File: config.mk
export PLATFORM = sky130hd
export DESIGN_NAME = lease_token_arbiter
export DESIGN_NICKNAME = d
export VERILOG_FILES = /design/src/lta_pkg.sv /design/src/lta_judge.sv /design/src/lease_token_arbiter.sv
export VERILOG_INCLUDE_DIRS = /design/src /design/src/src
export SDC_FILE = /design/constraint.sdc
export NUM_CORES = 1
export LEC_CHECK = 0
export BUFFER_PORTS_ARGS = -buffer_cell sky130_fd_sc_hd__buf_4
export CORE_UTILIZATION = 45
export CTS_BUF_LIST = sky130_fd_sc_hd__clkbuf_2 sky130_fd_sc_hd__clkbuf_4 sky130_fd_sc_hd__clkbuf_8
export CTS_CLUSTER_DIAMETER = 80
export CTS_CLUSTER_SIZE = 16
export DETAILED_ROUTE_END_ITERATION = 8
export GPL_ROUTABILITY_DRIVEN = 0
export SLEW_MARGIN = 20
export SYNTH_ARGS = -nofsm -noshare
export SYNTH_HDL_FRONTEND = slang
export SYNTH_HIERARCHICAL = 1
export SYNTH_SLANG_ARGS = --single-unit
File: constraint.sdc
create_clock -name clk -period 22.3 [get_ports clk]
set_clock_uncertainty 0.05 [all_clocks]
set_input_delay 1.115 -clock clk [delete_from_list [all_inputs] [get_ports clk]]
set_output_delay 1.115 -clock clk [all_outputs]
set_load 0.01 [all_outputs]
File: src/lease_token_arbiter_assert.svh
// Assertion macros for the lease token arbiter.
`ifndef LEASE_TOKEN_ARBITER_ASSERT_SVH
`define LEASE_TOKEN_ARBITER_ASSERT_SVH

// Same-cycle implication, clocked on clk, held off during reset.
`define LTA_ASSERT_IMP(label, ante, cons) \
  label: assert property (@(posedge clk) disable iff (!rst_n) (ante) |-> (cons)) \
    else $error("lease_token_arbiter: assertion failed");

// Next-cycle implication, clocked on clk, held off during reset.
`define LTA_ASSERT_NXT(label, ante, cons) \
  label: assert property (@(posedge clk) disable iff (!rst_n) (ante) |=> (cons)) \
    else $error("lease_token_arbiter: assertion failed");

`endif

File: src/lta_pkg.sv
// Shared types and constants of the lease token arbiter.
`default_nettype none

package lta_pkg;

  // Parameter defaults
  localparam int SLOTS_DEF     = 8;
  localparam int ID_BITS_DEF   = 16;
  localparam int TIME_BITS_DEF = 32;

  // Field and register widths
  localparam int ACTION_W   = 2;
  localparam int OUTCOME_W  = 3;
  localparam int HOLDERS_W  = 4;
  localparam int CAP_W      = 4;
  localparam int HOLD_W     = 16;
  localparam int CFG_IDX_W  = 4;
  localparam int CFG_DATA_W = 16;

  // Register indexes
  localparam logic [CFG_IDX_W-1:0] REG_MAX_HOLDERS = 4'd0;
  localparam logic [CFG_IDX_W-1:0] REG_HOLD_TICKS  = 4'd1;

  // Register reset values
  localparam logic [CAP_W-1:0]  MAX_HOLDERS_RST = 4'd2;
  localparam logic [HOLD_W-1:0] HOLD_TICKS_RST  = 16'd250;

  // Action codes; the unused code decodes as a tick
  localparam logic [ACTION_W-1:0] ACT_REQUEST = 2'd0;
  localparam logic [ACTION_W-1:0] ACT_RETURN  = 2'd1;
  localparam logic [ACTION_W-1:0] ACT_TICK    = 2'd2;

  typedef enum logic [OUTCOME_W-1:0] {
    OC_HELD     = 3'd0,
    OC_FREE     = 3'd1,
    OC_PREEMPT  = 3'd2,
    OC_DENIED   = 3'd3,
    OC_RELEASED = 3'd4,
    OC_NOT_HELD = 3'd5,
    OC_TICKED   = 3'd6
  } outcome_t;

  // Verdict on one list entry
  typedef struct packed {
    logic hit;   // entry id equals the key
    logic take;  // entry is eligible and at least as old as the best so far
  } judge_t;

endpackage

`default_nettype wire

File: src/lta_judge.sv
// Per-entry evaluation: id match, age and preemption candidacy.
`default_nettype none

module lta_judge #(
  parameter int ID_BITS   = lta_pkg::ID_BITS_DEF,
  parameter int TIME_BITS = lta_pkg::TIME_BITS_DEF
) (
  input  wire logic [ID_BITS-1:0]        ent_id,
  input  wire logic [TIME_BITS-1:0]      ent_time,
  input  wire logic [ID_BITS-1:0]        key,
  input  wire logic [TIME_BITS-1:0]      now,
  input  wire logic [lta_pkg::HOLD_W-1:0] hold,
  input  wire logic                      found,
  input  wire logic [TIME_BITS-1:0]      best_age,
  output lta_pkg::judge_t                res,
  output logic [TIME_BITS-1:0]           age
);

  logic eligible;

  // Wraps modulo the time width
  assign age      = now - ent_time;
  assign eligible = (age >= TIME_BITS'(hold));

  // Later entries win ties
  assign res.take = eligible && (!found || (age >= best_age));
  assign res.hit  = (ent_id == key);

endmodule

`default_nettype wire

File: src/lease_token_arbiter.sv
// Lease token arbiter top level: list memory, scan sequencer, handshakes.
//
// Grants up to max_holders concurrent tokens to requester ids. The holders
// form an ordered, compacted list of {id, grant time} entries kept in a
// single-port-read memory with a registered read port. A request or a
// return with a nonzero id scans the list one entry per cycle: with n >= 1
// holders a transaction, once accepted, issues n reads, evaluates the last
// entry read, lets the sequencer see the read pipeline empty and commits;
// only then is a new input taken. Ticks, null ids and an empty list skip
// the scan. The memory read port, stepped once per cycle, paces the scan;
// the commit also waits while the output register still holds a result
// that out_ready has not taken. A return compacts the list in place
// during its scan; a request may append or overwrite one entry at commit.
// The result sits in an output register, so the next input transaction is
// accepted while a finished result still waits for out_ready. The list
// needs no clearing after reset: entries at or beyond the holder count are
// never read. Configuration (max_holders, hold_ticks) is written through
// cfg_we/cfg_index/cfg_data; the user must do so only while the block is
// idle, which the block itself does not enforce.
`default_nettype none

module lease_token_arbiter #(
  parameter int SLOTS     = lta_pkg::SLOTS_DEF,
  parameter int ID_BITS   = lta_pkg::ID_BITS_DEF,
  parameter int TIME_BITS = lta_pkg::TIME_BITS_DEF
) (
  input  wire logic                            clk,
  input  wire logic                            rst_n,
  // input channel
  input  wire logic                            in_valid,
  output logic                                 in_ready,
  input  wire logic [lta_pkg::ACTION_W-1:0]    in_action,
  input  wire logic [ID_BITS-1:0]              in_requester_id,
  // result channel
  output logic                                 out_valid,
  input  wire logic                            out_ready,
  output logic [lta_pkg::OUTCOME_W-1:0]        out_outcome,
  output logic                                 out_granted,
  output logic [ID_BITS-1:0]                   out_evicted_id,
  output logic [lta_pkg::HOLDERS_W-1:0]        out_holders,
  // configuration
  input  wire logic                            cfg_we,
  input  wire logic [lta_pkg::CFG_IDX_W-1:0]   cfg_index,
  input  wire logic [lta_pkg::CFG_DATA_W-1:0]  cfg_data
);

  localparam int CNT_W = $clog2(SLOTS + 1);
  localparam int AW    = (SLOTS > 1) ? $clog2(SLOTS) : 1;
  localparam int ENT_W = ID_BITS + TIME_BITS;
  localparam int CAP_W = lta_pkg::CAP_W;
  localparam int CMP_W = ((CNT_W > CAP_W) ? CNT_W : CAP_W) + 1;
  localparam int HW    = lta_pkg::HOLDERS_W;
  localparam int OW    = lta_pkg::OUTCOME_W;

  typedef enum logic [1:0] {
    S_IDLE,
    S_SCAN,
    S_DONE
  } state_t;

  typedef enum logic [1:0] {
    OP_REQ,
    OP_RET,
    OP_TICK
  } op_t;

  // ---------------------------------------------------------------------
  // Control and datapath registers
  // ---------------------------------------------------------------------
  state_t                     state_r, state_nxt;
  op_t                        op_r, op_nxt;
  logic [ID_BITS-1:0]         key_r, key_nxt;
  logic [CNT_W-1:0]           count_r, count_nxt;
  logic [TIME_BITS-1:0]       time_r, time_nxt;
  logic [CAP_W-1:0]           max_holders_r, max_holders_nxt;
  logic [lta_pkg::HOLD_W-1:0] hold_r, hold_nxt;

  logic [CNT_W-1:0]           scan_len_r, scan_len_nxt;
  logic [CNT_W-1:0]           rd_idx_r, rd_idx_nxt;
  logic                       dv_r, dv_nxt;
  logic [AW-1:0]              d_idx_r, d_idx_nxt;
  logic [CNT_W-1:0]           w_r, w_nxt;
  logic                       hit_r, hit_nxt;
  logic                       found_r, found_nxt;
  logic [AW-1:0]              best_idx_r, best_idx_nxt;
  logic [TIME_BITS-1:0]       best_age_r, best_age_nxt;
  logic [ID_BITS-1:0]         best_id_r, best_id_nxt;

  logic                       out_valid_r, out_valid_nxt;
  logic [OW-1:0]              out_outcome_r, out_outcome_nxt;
  logic                       out_granted_r, out_granted_nxt;
  logic [ID_BITS-1:0]         out_evicted_r, out_evicted_nxt;
  logic [HW-1:0]              out_holders_r, out_holders_nxt;

  // ---------------------------------------------------------------------
  // List memory: {id, grant time}, one read and one write per cycle
  // ---------------------------------------------------------------------
  logic [ENT_W-1:0] mem [SLOTS];
  logic             rd_en;
  logic [AW-1:0]    rd_addr;
  logic [ENT_W-1:0] rdata_r;
  logic             wr_en;
  logic [AW-1:0]    wr_addr;
  logic [ENT_W-1:0] wr_data;

  always_ff @(posedge clk) begin
    if (wr_en) begin
      mem[wr_addr] <= wr_data;
    end
    if (rd_en) begin
      rdata_r <= mem[rd_addr];
    end
  end

  // Entry evaluation on the data returned by the memory
  logic [ID_BITS-1:0]   ent_id;
  logic [TIME_BITS-1:0] ent_time;
  logic [TIME_BITS-1:0] ent_age;
  lta_pkg::judge_t      verdict;

  assign ent_id   = rdata_r[ENT_W-1:TIME_BITS];
  assign ent_time = rdata_r[TIME_BITS-1:0];

  lta_judge #(
    .ID_BITS   (ID_BITS),
    .TIME_BITS (TIME_BITS)
  ) u_judge (
    .ent_id   (ent_id),
    .ent_time (ent_time),
    .key      (key_r),
    .now      (time_r),
    .hold     (hold_r),
    .found    (found_r),
    .best_age (best_age_r),
    .res      (verdict),
    .age      (ent_age)
  );

  // ---------------------------------------------------------------------
  // Sequencer
  // ---------------------------------------------------------------------
  logic in_fire;
  logic out_free;
  logic cap_free;

  assign in_ready = (state_r == S_IDLE);
  assign in_fire  = in_valid && in_ready;
  assign out_free = !out_valid_r || out_ready;

  // Room for an append: below both the configured limit and the slot count
  assign cap_free = (CMP_W'(count_r) < CMP_W'(max_holders_r)) &&
                    (CMP_W'(count_r) < CMP_W'(SLOTS));

  always_comb begin
    state_nxt       = state_r;
    op_nxt          = op_r;
    key_nxt         = key_r;
    count_nxt       = count_r;
    time_nxt        = time_r;
    max_holders_nxt = max_holders_r;
    hold_nxt        = hold_r;
    scan_len_nxt    = scan_len_r;
    rd_idx_nxt      = rd_idx_r;
    dv_nxt          = 1'b0;
    d_idx_nxt       = d_idx_r;
    w_nxt           = w_r;
    hit_nxt         = hit_r;
    found_nxt       = found_r;
    best_idx_nxt    = best_idx_r;
    best_age_nxt    = best_age_r;
    best_id_nxt     = best_id_r;
    out_valid_nxt   = out_valid_r && !out_ready;
    out_outcome_nxt = out_outcome_r;
    out_granted_nxt = out_granted_r;
    out_evicted_nxt = out_evicted_r;
    out_holders_nxt = out_holders_r;
    rd_en           = 1'b0;
    rd_addr         = rd_idx_r[AW-1:0];
    wr_en           = 1'b0;
    wr_addr         = w_r[AW-1:0];
    wr_data         = rdata_r;

    // Configuration writes; indexes beyond the list are dropped
    if (cfg_we) begin
      unique case (cfg_index)
        lta_pkg::REG_MAX_HOLDERS: max_holders_nxt = cfg_data[CAP_W-1:0];
        lta_pkg::REG_HOLD_TICKS:  hold_nxt        = cfg_data[lta_pkg::HOLD_W-1:0];
        default: ;
      endcase
    end

    unique case (state_r)
      S_IDLE: begin
        if (in_fire) begin
          unique case (in_action)
            lta_pkg::ACT_REQUEST: op_nxt = OP_REQ;
            lta_pkg::ACT_RETURN:  op_nxt = OP_RET;
            default:              op_nxt = OP_TICK;
          endcase
          key_nxt    = in_requester_id;
          rd_idx_nxt = '0;
          w_nxt      = '0;
          hit_nxt    = 1'b0;
          found_nxt  = 1'b0;
          // Ticks and null ids skip the scan
          if ((in_action == lta_pkg::ACT_REQUEST || in_action == lta_pkg::ACT_RETURN) &&
              (in_requester_id != '0)) begin
            scan_len_nxt = count_r;
          end else begin
            scan_len_nxt = '0;
          end
          state_nxt = S_SCAN;
        end
      end

      S_SCAN: begin
        // Issue one read per cycle
        if (rd_idx_r < scan_len_r) begin
          rd_en      = 1'b1;
          rd_idx_nxt = rd_idx_r + CNT_W'(1);
          dv_nxt     = 1'b1;
          d_idx_nxt  = rd_idx_r[AW-1:0];
        end
        // Evaluate the entry read in the previous cycle
        if (dv_r) begin
          if (op_r == OP_REQ) begin
            if (verdict.hit) begin
              hit_nxt = 1'b1;
            end
            if (verdict.take) begin
              found_nxt    = 1'b1;
              best_idx_nxt = d_idx_r;
              best_age_nxt = ent_age;
              best_id_nxt  = ent_id;
            end
          end else if (!verdict.hit) begin
            // Compact: write survivors back at the write pointer
            wr_en   = 1'b1;
            wr_addr = w_r[AW-1:0];
            wr_data = rdata_r;
            w_nxt   = w_r + CNT_W'(1);
          end
        end
        if ((rd_idx_r == scan_len_r) && !dv_r) begin
          state_nxt = S_DONE;
        end
      end

      S_DONE: begin
        // Hold the commit until the output register is free
        if (out_free) begin
          out_valid_nxt   = 1'b1;
          out_granted_nxt = 1'b0;
          out_evicted_nxt = '0;
          out_outcome_nxt = lta_pkg::OC_TICKED;
          unique case (op_r)
            OP_REQ: begin
              if (key_r == '0) begin
                out_outcome_nxt = lta_pkg::OC_DENIED;
              end else if (hit_r) begin
                out_outcome_nxt = lta_pkg::OC_HELD;
                out_granted_nxt = 1'b1;
              end else if (cap_free) begin
                wr_en           = 1'b1;
                wr_addr         = count_r[AW-1:0];
                wr_data         = {key_r, time_r};
                count_nxt       = count_r + CNT_W'(1);
                out_outcome_nxt = lta_pkg::OC_FREE;
                out_granted_nxt = 1'b1;
              end else if (found_r) begin
                wr_en           = 1'b1;
                wr_addr         = best_idx_r;
                wr_data         = {key_r, time_r};
                out_outcome_nxt = lta_pkg::OC_PREEMPT;
                out_granted_nxt = 1'b1;
                out_evicted_nxt = best_id_r;
              end else begin
                out_outcome_nxt = lta_pkg::OC_DENIED;
              end
            end
            OP_RET: begin
              if (key_r == '0) begin
                out_outcome_nxt = lta_pkg::OC_NOT_HELD;
              end else begin
                count_nxt       = w_r;
                out_outcome_nxt = (w_r != count_r) ? lta_pkg::OC_RELEASED
                                                   : lta_pkg::OC_NOT_HELD;
              end
            end
            default: begin
              time_nxt        = time_r + TIME_BITS'(1);
              out_outcome_nxt = lta_pkg::OC_TICKED;
            end
          endcase
          out_holders_nxt = HW'(count_nxt);
          state_nxt       = S_IDLE;
        end
      end

      default: state_nxt = S_IDLE;
    endcase
  end

  always_ff @(posedge clk) begin
    if (!rst_n) begin
      state_r       <= S_IDLE;
      count_r       <= '0;
      time_r        <= '0;
      max_holders_r <= lta_pkg::MAX_HOLDERS_RST;
      hold_r        <= lta_pkg::HOLD_TICKS_RST;
      dv_r          <= 1'b0;
      out_valid_r   <= 1'b0;
    end else begin
      state_r       <= state_nxt;
      count_r       <= count_nxt;
      time_r        <= time_nxt;
      max_holders_r <= max_holders_nxt;
      hold_r        <= hold_nxt;
      dv_r          <= dv_nxt;
      out_valid_r   <= out_valid_nxt;
    end
    op_r          <= op_nxt;
    key_r         <= key_nxt;
    scan_len_r    <= scan_len_nxt;
    rd_idx_r      <= rd_idx_nxt;
    d_idx_r       <= d_idx_nxt;
    w_r           <= w_nxt;
    hit_r         <= hit_nxt;
    found_r       <= found_nxt;
    best_idx_r    <= best_idx_nxt;
    best_age_r    <= best_age_nxt;
    best_id_r     <= best_id_nxt;
    out_outcome_r <= out_outcome_nxt;
    out_granted_r <= out_granted_nxt;
    out_evicted_r <= out_evicted_nxt;
    out_holders_r <= out_holders_nxt;
  end

  assign out_valid      = out_valid_r;
  assign out_outcome    = out_outcome_r;
  assign out_granted    = out_granted_r;
  assign out_evicted_id = out_evicted_r;
  assign out_holders    = out_holders_r;

  // ---------------------------------------------------------------------
  // Assertions
  // ---------------------------------------------------------------------
  logic grant_code;

  // Outcomes that leave the requester holding a token
  assign grant_code = (out_outcome_r == lta_pkg::OC_HELD) ||
                      (out_outcome_r == lta_pkg::OC_FREE) ||
                      (out_outcome_r == lta_pkg::OC_PREEMPT);

  `include "lease_token_arbiter_assert.svh"

  `LTA_ASSERT_IMP(a_count_range, 1'b1, count_r <= CNT_W'(SLOTS))
  `LTA_ASSERT_NXT(a_accept_scans, in_valid && in_ready, state_r == S_SCAN)
  `LTA_ASSERT_IMP(a_grant_codes, out_valid_r && out_granted_r, grant_code)
  `LTA_ASSERT_IMP(a_evict_only_preempt, out_valid_r && (out_evicted_r != '0), out_outcome_r == lta_pkg::OC_PREEMPT)

endmodule

`default_nettype wire
==> load_flow_metrics.sql, run 1 <==
INSERT INTO impl_metrics (metric_group, metric, value, unit) VALUES
('run_status', 'outcome', 'finished, final reports clean', ''),
('clocking', 'ctsHtreeMaxLevel', '2', ''),
('timing', 'max_slew_margin', '31.9', '%'),
('clocking', 'tritoncts', 'done', ''),
('power_and_ir_drop', 'p_comb_share', '28.1', '%'),
('die', 'floorplan.initialDensity', '45.7', '%'),
('timing', 'final_critical_path_setup_slack', '15.83', 'ns'),
('timing', 'fin_hold_ws', '0.380', 'ns'),
('routing', 'routed_wire_length_per_instance', '22.2', 'um'),
('layout', 'drive_gt1_share', '21.6', '%'),
('routing', 'drcViolationCount', '0', ''),
('critical_path', 'critPathMaxFanout', '33', ''),
('power_and_ir_drop', 'static-leakage-power', '9.65', 'nW'),
('routing', 'detailroute.wirelength.met2', '27.3', 'mm'),
('global_route', 'grt_max_degree', '101', ''),
('routing', 'drt_first_iter_violations', '1045', ''),
('routing', 'vias', '14700', ''),
('die', 'io_pins', '69', ''),
('critical_path', 'crit_path_start_kind', 'flop', ''),
('yosys', 'ys.flop_type', 'sky130_fd_sc_hd__edfxtp_1', ''),
('timing', 'max_slew.worst_pin.slew', '1.02', 'ns'),
('yosys', 'synth_cells', '1705', ''),
('clocking', 'post_cts_resized', '0', ''),
('power_and_ir_drop', 'clock_group_share_of_total_power', '20.5', '%'),
('clocking', 'cts_root_buf', 'sky130_fd_sc_hd__clkbuf_8', ''),
('placed_design', 'dp_slack', '15.97', 'ns'),
('power_and_ir_drop', 'p_seq_share', '51.4', '%'),
('clocking', 'register_clock_pin_slew_on_the_reported_worst_setup_and_hold_paths', '0.11', 'ns'),
('yosys', 'synth_fa_ha_area_share', '4.46', '%'),
('power_and_ir_drop', 'power_switching', '840', 'uW'),
('yosys', 'dominant_combinational_cell_family_by_area_after_synthesis', 'multiplexers', ''),
('yosys', 'yosysWarnings', '6', ''),
('die', 'core-area', '58000', 'um2'),
('power_and_ir_drop', 'peakVddDrop', '0.0000825', 'V'),
('yosys', 'yosys-mux-area-fraction', '12.8', '%'),
('routing', 'via_per_inst', '5.70', ''),
('timing', 'final.period_utilization', '29.0', '%'),
('critical_path', 'timing.setup.critical_path_class', 'reg2reg', ''),
('die', 'floorplan.die.height', '245', 'um'),
('layout', 'syn2layout_area_growth', '8.62', '%'),
('clocking', 'cts_made_buffers', '44', ''),
('timing', 'finalHoldViolations', '0', ''),
('routing', 'antenna_violating_nets_post_route', '0', ''),
('timing', 'post-route-min-period', '6.47', 'ns'),
('die', 'die_x_extent', '245', 'um'),
('routing', 'wl_met1', '26.7', 'mm'),
('critical_path', 'crit_slowest_cell', 'sky130_fd_sc_hd__nor2_4', ''),
('critical_path', 'worstPathArrival', '6.71', 'ns'),
('layout', 'stdcell_count', '2571', ''),
('yosys', 'synthSimpleGateAreaFrac', '6.86', '%'),
('yosys', 'ys_seq_area_share', '65.9', '%'),
('die', 'core.rowCount', '88', ''),
('clocking', 'post-cts-setup-buffer-count', '0', ''),
('yosys', 'synth_enable_flop_cells', '542', ''),
('layout', 'fill_cells', '4874', ''),
('global_route', 'antenna_violations_before_repair', '1', ''),
('global_route', 'globalRoute.totalOverflow', '0', ''),
('timing', 'rsz_0062_raised_after_global_routing', 'no', ''),
('routing', 'first_pass_iters', '5', ''),
('layout', 'layout_common_cells', '542 x sky130_fd_sc_hd__edfxtp_1, 113 x sky130_fd_sc_hd__inv_1, 100 x sky130_fd_sc_hd__mux2_2', ''),
('routing', 'top_routing_layer_in_use', 'met4', ''),
('power_and_ir_drop', 'swShare', '29.9', '%'),
('routing', 'route.met3.wl', '2.27', 'mm'),
('yosys', 'syn_nets', '1842', ''),
('power_and_ir_drop', 'p_int', '1.97', 'mW'),
('yosys', 'synth_async_sr_flop_share', '0', '%'),
('routing', 'detail_route.wirelength', '57.0', 'mm'),
('placed_design', 'dp_cells', '2498', ''),
('power_and_ir_drop', 'design_power_total', '2.81', 'mW'),
('yosys', 'average_footprint_of_a_synthesized_cell', '15.6', 'um2'),
('clocking', 'count_of_hold_fix_buffers_inserted_at_cts', '0', '');
[state kept, by name (all words and copies together) (netlist names), 2 cells and up]
register / flops
mem: 384
rdata_r: 48
best_age_r: 32
time_r: 32
best_id_r: 16
hold_r: 16
key_r: 16
out_evicted_id: 16
count_r: 4
max_holders_r: 4
out_holders: 4
rd_idx_r: 4
scan_len_r: 4
w_r: 4
best_idx_r: 3
d_idx_r: 3
out_outcome: 3
op_r: 2
state_r: 2
[path summary, 6_finish.rpt]
kind,start,end,cells after the start
worst max-delay path,rdata_r[5],best_age_r[3],21
worst min-delay path,d_idx_r[2],best_idx_r[2],0
worst max register to register,rdata_r[5],best_age_r[3],21
worst min register to register,d_idx_r[2],best_idx_r[2],0
[per-layer routing]
layer | track usage (%) | vias up
met4 | 3.88 | 0
met5 | 0 | -
li1 | - | 6694
met2 | 31.3 | 300
met3 | 2.67 | 59
met1 | 28.0 | 7604
[stage by stage]
step / util [%] / area, um2
3_5_place_dp: 48.2 / 28000
2_1_floorplan: - / 26500
3_3_place_gp: 48.2 / 28000
5_1_grt: 49.7 / 28800
6_report: 49.7 / 28800
4_1_cts: 49.7 / 28800
[logic make-up (layout without fill, tap and decap cells)]
family                     Yosys count  count (layout)
DFF                                602             602
and+or+nand+nor                    344             344
AOI/OAI and AO/OA                  212             212
muxes                              206             206
buffers and inverters              177             277
adders and majority gates           94              94
xor gates and xnor gates            70              70
other                                0               1
[power by group through the flow]
stage	sequential [mW]	clock (mW)	combinational, mW
2_1_floorplan	1.45	0	0.586
3_3_place_gp	1.47	0	0.787
3_5_place_dp	1.47	0	0.800
4_1_cts	1.44	0.598	0.805
5_1_grt	1.45	0.636	0.868
6_report	1.44	0.576	0.789
[layout make-up]
cell class / instances / area (um2) / share of cell area, %
flip-flops and latches: 602 / 17500 / 60.6
multi-input cells: 926 / 8440 / 29.3
well taps: 765 / 957 / 3.32
clock buffers: 65 / 763 / 2.65
repair buffers: 91 / 696 / 2.41
inverters: 114 / 428 / 1.48
clock inverters: 7 / 56.3 / 0.195
diodes: 1 / 2.50 / 0.00868
[cells in the mapped netlist, types with 5 or more instances]
| cell | number | area (um2) |
|---|---|---|
| sky130_fd_sc_hd__a211oi_1 | 8 | 60.1 |
| sky130_fd_sc_hd__a21o_1 | 20 | 150 |
| sky130_fd_sc_hd__a21oi_1 | 79 | 395 |
| sky130_fd_sc_hd__and2_1 | 31 | 194 |
| sky130_fd_sc_hd__buf_1 | 10 | 37.5 |
| sky130_fd_sc_hd__buf_2 | 9 | 45.0 |
| sky130_fd_sc_hd__clkbuf_1 | 42 | 158 |
| sky130_fd_sc_hd__dfxtp_1 | 60 | 1200 |
| sky130_fd_sc_hd__edfxtp_1 | 542 | 16300 |
| sky130_fd_sc_hd__ha_1 | 93 | 1160 |
| sky130_fd_sc_hd__inv_1 | 114 | 428 |
| sky130_fd_sc_hd__mux2_2 | 100 | 1130 |
| sky130_fd_sc_hd__mux2i_1 | 10 | 100 |
| sky130_fd_sc_hd__mux4_2 | 96 | 2160 |
| sky130_fd_sc_hd__nand2_1 | 78 | 293 |
| sky130_fd_sc_hd__nand2b_1 | 12 | 75.1 |
| sky130_fd_sc_hd__nand3_1 | 27 | 135 |
| sky130_fd_sc_hd__nand4_1 | 21 | 131 |
| sky130_fd_sc_hd__nor2_1 | 66 | 248 |
| sky130_fd_sc_hd__nor2b_1 | 15 | 93.8 |
| sky130_fd_sc_hd__nor3_1 | 24 | 120 |
| sky130_fd_sc_hd__nor4_1 | 30 | 188 |
| sky130_fd_sc_hd__o211ai_1 | 5 | 37.5 |
| sky130_fd_sc_hd__o21a_1 | 5 | 37.5 |
| sky130_fd_sc_hd__o21ai_0 | 43 | 215 |
| sky130_fd_sc_hd__or3_1 | 12 | 75.1 |
| sky130_fd_sc_hd__or4_1 | 6 | 45.0 |
| sky130_fd_sc_hd__xnor2_1 | 53 | 464 |
| sky130_fd_sc_hd__xor2_1 | 17 | 149 |
No activity file was read; power rests on OpenSTA's default activity.
==> run 2: changes to the inputs <==
--- a/config.mk
+++ b/config.mk
@@ -6,6 +6,7 @@
 export SDC_FILE = /design/constraint.sdc
 export NUM_CORES = 1
 export LEC_CHECK = 0
+export ABC_AREA = 1
 export BUFFER_PORTS_ARGS = -buffer_cell sky130_fd_sc_hd__buf_4
 export CORE_UTILIZATION = 45
 export CTS_BUF_LIST = sky130_fd_sc_hd__clkbuf_2 sky130_fd_sc_hd__clkbuf_4 sky130_fd_sc_hd__clkbuf_8
==> constraint.sdc (replaced) <==
create_clock -name clk -period 5.25 [get_ports clk]
set_clock_uncertainty 0.05 [all_clocks]
set_input_delay 0.2625 -clock clk [delete_from_list [all_inputs] [get_ports clk]]
set_output_delay 0.2625 -clock clk [all_outputs]
set_load 0.01 [all_outputs]
==> load_flow_metrics.sql, run 2 <==
INSERT INTO impl_metrics (metric_group, metric, value, unit) VALUES
('power_and_ir_drop', 'static-leakage-power', '11.9', 'nW'),
('yosys', 'synth_enable_flop_cells', '542', ''),
('power_and_ir_drop', 'p_comb_share', '34.1', '%'),
('timing', 'setup_viol_count_final', '0', ''),
('critical_path', 'timing.critical_path.required', '5.49', 'ns'),
('yosys', 'post-synth-top-area-cell', 'sky130_fd_sc_hd__edfxtp_1', ''),
('power_and_ir_drop', 'p_seq_share', '46.1', '%'),
('routing', 'routed_wire_length_per_instance', '18.6', 'um'),
('clocking', 'count_of_hold_fix_buffers_inserted_at_cts', '45', ''),
('placed_design', 'io_port_bufs', '68', ''),
('routing', 'first_pass_iters', '6', ''),
('placed_design', 'dp_slack', '0.983', 'ns'),
('global_route', 'grt_max_degree', '197', ''),
('die', 'die_area', '63200', 'um2'),
('timing', 'final_critical_path_setup_slack', '0.847', 'ns'),
('yosys', 'mappedNetlistArea', '28000', 'um2'),
('routing', 'drt_first_iter_violations', '1533', ''),
('critical_path', 'crit_path_start_kind', 'flop', ''),
('min_path', 'hold_path.class', 'in2reg', ''),
('yosys', 'synth_cells', '2765', ''),
('clocking', 'clock_sinks', '602', ''),
('yosys', 'yosys.cell_count.top_type', 'sky130_fd_sc_hd__edfxtp_1', ''),
('die', 'core.rowCount', '91', ''),
('layout', 'layout.nets', '2985', ''),
('timing', 'achievable-frequency', '227', 'MHz'),
('global_route', 'global_route_wire_length_before_repair', '107', 'mm'),
('yosys', 'average_footprint_of_a_synthesized_cell', '10.1', 'um2'),
('power_and_ir_drop', 'power_switching', '5.17', 'mW'),
('die', 'core-area', '61600', 'um2'),
('critical_path', 'timing.reg2reg.setup_slack', '0.85', 'ns'),
('layout', 'layout_top_registers', 'mem: 384 flops, rdata_r: 48 flops', ''),
('clocking', 'ctsHtreeMaxLevel', '2', ''),
('power_and_ir_drop', 'clock_group_share_of_total_power', '19.8', '%'),
('clocking', 'register_clock_pin_slew_on_the_reported_worst_setup_and_hold_paths', '0.10', 'ns'),
('die', 'floorplan.initialDensity', '45.4', '%'),
('timing', 'post-route-min-period', '4.40', 'ns'),
('critical_path', 'worst_setup_path_startpoint', 'rdata_r[9]', ''),
('yosys', 'netlist_top_cells_count', '542 x sky130_fd_sc_hd__edfxtp_1, 489 x sky130_fd_sc_hd__nor2_1, 443 x sky130_fd_sc_hd__nand2_1, 315 x sky130_fd_sc_hd__inv_1, 256 x sky130_fd_sc_hd__o21ai_0', ''),
('timing', 'timing.final.max_slew_violations', '0', ''),
('timing', 'finalHoldViolations', '0', ''),
('yosys', 'synth.area.top_cells', 'sky130_fd_sc_hd__edfxtp_1 58%, sky130_fd_sc_hd__nor2_1 6.6%, sky130_fd_sc_hd__nand2_1 5.9%', ''),
('routing', 'drcViolationCount', '0', ''),
('die', 'floorplan.die.height', '251', 'um'),
('layout', 'top_register', 'mem', ''),
('die', 'io_pins', '69', ''),
('clocking', 'post_cts_resized', '0', ''),
('timing', 'final.period_utilization', '83.9', '%'),
('layout', 'drive_gt1_share', '8.42', '%'),
('routing', 'antenna_violating_nets_post_route', '0', ''),
('yosys', 'synth_async_sr_flop_share', '0', '%'),
('global_route', 'grt_usage', '21.9', '%'),
('clocking', 'clk_latency', '0.67', 'ns'),
('critical_path', 'critPathMaxFanout', '32', ''),
('placed_design', 'place.detailed.hpwl', '43.8', 'mm'),
('yosys', 'yosys_register_bits', '602', ''),
('clocking', 'maximum_root_to_sink_buffer_count', '3', ''),
('timing', 'max_slew.worst_pin.slew', '1.01', 'ns'),
('critical_path', 'worstPathArrival', '4.64', 'ns'),
('critical_path', 'timing.critical_path.to_type', 'flop', ''),
('critical_path', 'rr_worst_depth', '23', ''),
('run_status', 'outcome', 'finished, final reports clean', ''),
('flow_run', 'cap_violations', '0', ''),
('power_and_ir_drop', 'swShare', '37.0', '%'),
('global_route', 'globalRoute.totalOverflow', '0', ''),
('critical_path', 'critical_path.reg2reg.startpoint', 'rdata_r[9]', ''),
('timing', 'max_slew_margin', '32.8', '%'),
('power_and_ir_drop', 'peakVddDrop', '0.000325', 'V'),
('clocking', 'cts_root_buf', 'sky130_fd_sc_hd__clkbuf_8', ''),
('clocking', 'post-cts-setup-buffer-count', '0', ''),
('timing', 'tns', '0', 'ns'),
('routing', 'vias', '19700', ''),
('global_route', 'antenna_violations_before_repair', '1', ''),
('layout', 'syn2layout_area_growth', '10.3', '%'),
('global_route', 'grt_pass1_vias', '19100', ''),
('power_and_ir_drop', 'pwr_density_cell', '453', 'nW/um2'),
('clocking', 'cts_made_buffers', '45', ''),
('yosys', 'yosysWarnings', '6', ''),
('critical_path', 'r2r_end', 'best_age_r[20]', ''),
('yosys', 'unique_cell_type_count_in_the_yosys_netlist', '54', ''),
('power_and_ir_drop', 'p_int', '8.80', 'mW'),
('yosys', 'ys.flop_type', 'sky130_fd_sc_hd__edfxtp_1', ''),
('routing', 'via_per_inst', '5.30', ''),
('min_path', 'min_delay_path_depth', '3', ''),
('layout', 'fin_util', '50.1', '%'),
('routing', 'detail_route.wirelength', '69.1', 'mm'),
('layout', 'layout_common_cells', '542 x sky130_fd_sc_hd__edfxtp_1, 480 x sky130_fd_sc_hd__nor2_1, 443 x sky130_fd_sc_hd__nand2_1', ''),
('layout', 'number_of_flip_flops_in_the_largest_register', '384', ''),
('min_path', 'worstHoldEndpoint', 'count_r[3]', ''),
('yosys', 'ys_seq_area_share', '62.5', '%'),
('clocking', 'tritoncts', 'done', ''),
('min_path', 'worstHoldStart', 'rst_n', ''),
('die', 'die_x_extent', '251', 'um'),
('yosys', 'synth_top_area_share', '58.2', '%'),
('timing', 'rsz_0062_raised_after_global_routing', 'no', ''),
('critical_path', 'timing.setup.critical_path_class', 'reg2reg', ''),
('layout', 'mostFrequentLayoutCell', 'sky130_fd_sc_hd__edfxtp_1', ''),
('yosys', 'syn_nets', '2902', '');
## run 2: cell count changes after synthesis, sizes merged, moves of 29 or more
cell,previous run,this run
a31oi,2,49
and2,31,2
inv,114,324
mux2,100,0
mux4,96,0
nand2,78,464
nand3,28,82
nor2,66,500
o21ai,45,272
o22ai,2,48
xnor2,53,15
## run 2: layout make-up
cell class / count / area (um2)
tap: 837 / 1050
multi-input combinational: 1738 / 8910
sequential: 602 / 17500
clock buffer: 75 / 851
clock inverter: 9 / 170
timing repair buffer: 134 / 1170
antenna: 1 / 2.50
inverter: 327 / 1230
fill: 5506 / 30700
## run 2: critical path, stage by stage, from the launching register on
cell and delay (ns):
sky130_fd_sc_hd__edfxtp_1 0.39, sky130_fd_sc_hd__inv_1 0.06, sky130_fd_sc_hd__ha_1 0.40, sky130_fd_sc_hd__nand2_1 0.18, sky130_fd_sc_hd__nor2_1 0.29, sky130_fd_sc_hd__nand2_1 0.15, sky130_fd_sc_hd__inv_1 0.07, sky130_fd_sc_hd__nand2_1 0.06
sky130_fd_sc_hd__nand2_2 0.13, sky130_fd_sc_hd__xor2_1 0.53, sky130_fd_sc_hd__ha_1 0.22, sky130_fd_sc_hd__nand2_1 0.07, sky130_fd_sc_hd__inv_1 0.08, sky130_fd_sc_hd__nand3_1 0.10, sky130_fd_sc_hd__nor3_1 0.27, sky130_fd_sc_hd__nand2_1 0.09
sky130_fd_sc_hd__nand2_1 0.07, sky130_fd_sc_hd__nand2_1 0.04, sky130_fd_sc_hd__nand4_1 0.06, sky130_fd_sc_hd__nand2_1 0.07, sky130_fd_sc_hd__inv_1 0.06, sky130_fd_sc_hd__nand2_1 0.10, sky130_fd_sc_hd__nor2_4 0.11, sky130_fd_sc_hd__buf_4 0.39
## run 2: power groups by stage
stage,registers (mW),clock network [mW],logic [mW]
6_report,6.44,2.77,4.77
5_1_grt,6.48,3.00,5.33
4_1_cts,6.44,2.84,4.78
3_5_place_dp,6.55,0,4.74
3_3_place_gp,6.54,0,4.61
2_1_floorplan,6.46,0,3.27
## run 2: cells by family after synthesis
family | after synthesis | share of synthesized area, %
mux | 1 | 0.0358
fa+ha+maj | 94 | 4.23
xor+xnor | 43 | 1.37
simple gates | 1125 | 16.8
flops | 602 | 62.5
compound gates | 475 | 9.21
buf+inv | 425 | 5.93
## run 2: worst max-delay path by stage
| stage | end | slack (ns) | cells past startpoint |
|---|---|---|---|
| floorplan | best_age_r[0] | 0.62 | 24 |
| global placement | best_age_r[12] | 1.00 | 23 |
| detailed placement | best_age_r[14] | 0.98 | 23 |
| CTS | best_age_r[20] | 0.94 | 23 |
| global route | best_age_r[21] | 0.56 | 25 |
| finish | best_age_r[20] | 0.85 | 23 |
## run 2: metrics by stage
step	instance area, um2	total power, mW	std cells	hold WS, ns
after floorplan	28000	9.73	2765	0.311
after global placement	29400	11.2	3593	0.354
after detailed placement	29400	11.3	3593	0.358
after CTS	30900	14.1	3722	0.00110
after global routing	30900	14.8	3723	0.0395
final	30900	14.0	3723	0.0592
## run 2: routing by layer
| metal | up-vias | track usage [%] | share of wire (%) |
|---|---|---|---|
| met4 | 0 | 5.57 | 1.9 |
| met5 | - | 0 | 0 |
| li1 | 9541 | - | - |
| met3 | 91 | 2.75 | 4.7 |
| met1 | 9594 | 30.6 | 46 |
| met2 | 502 | 36.1 | 48 |
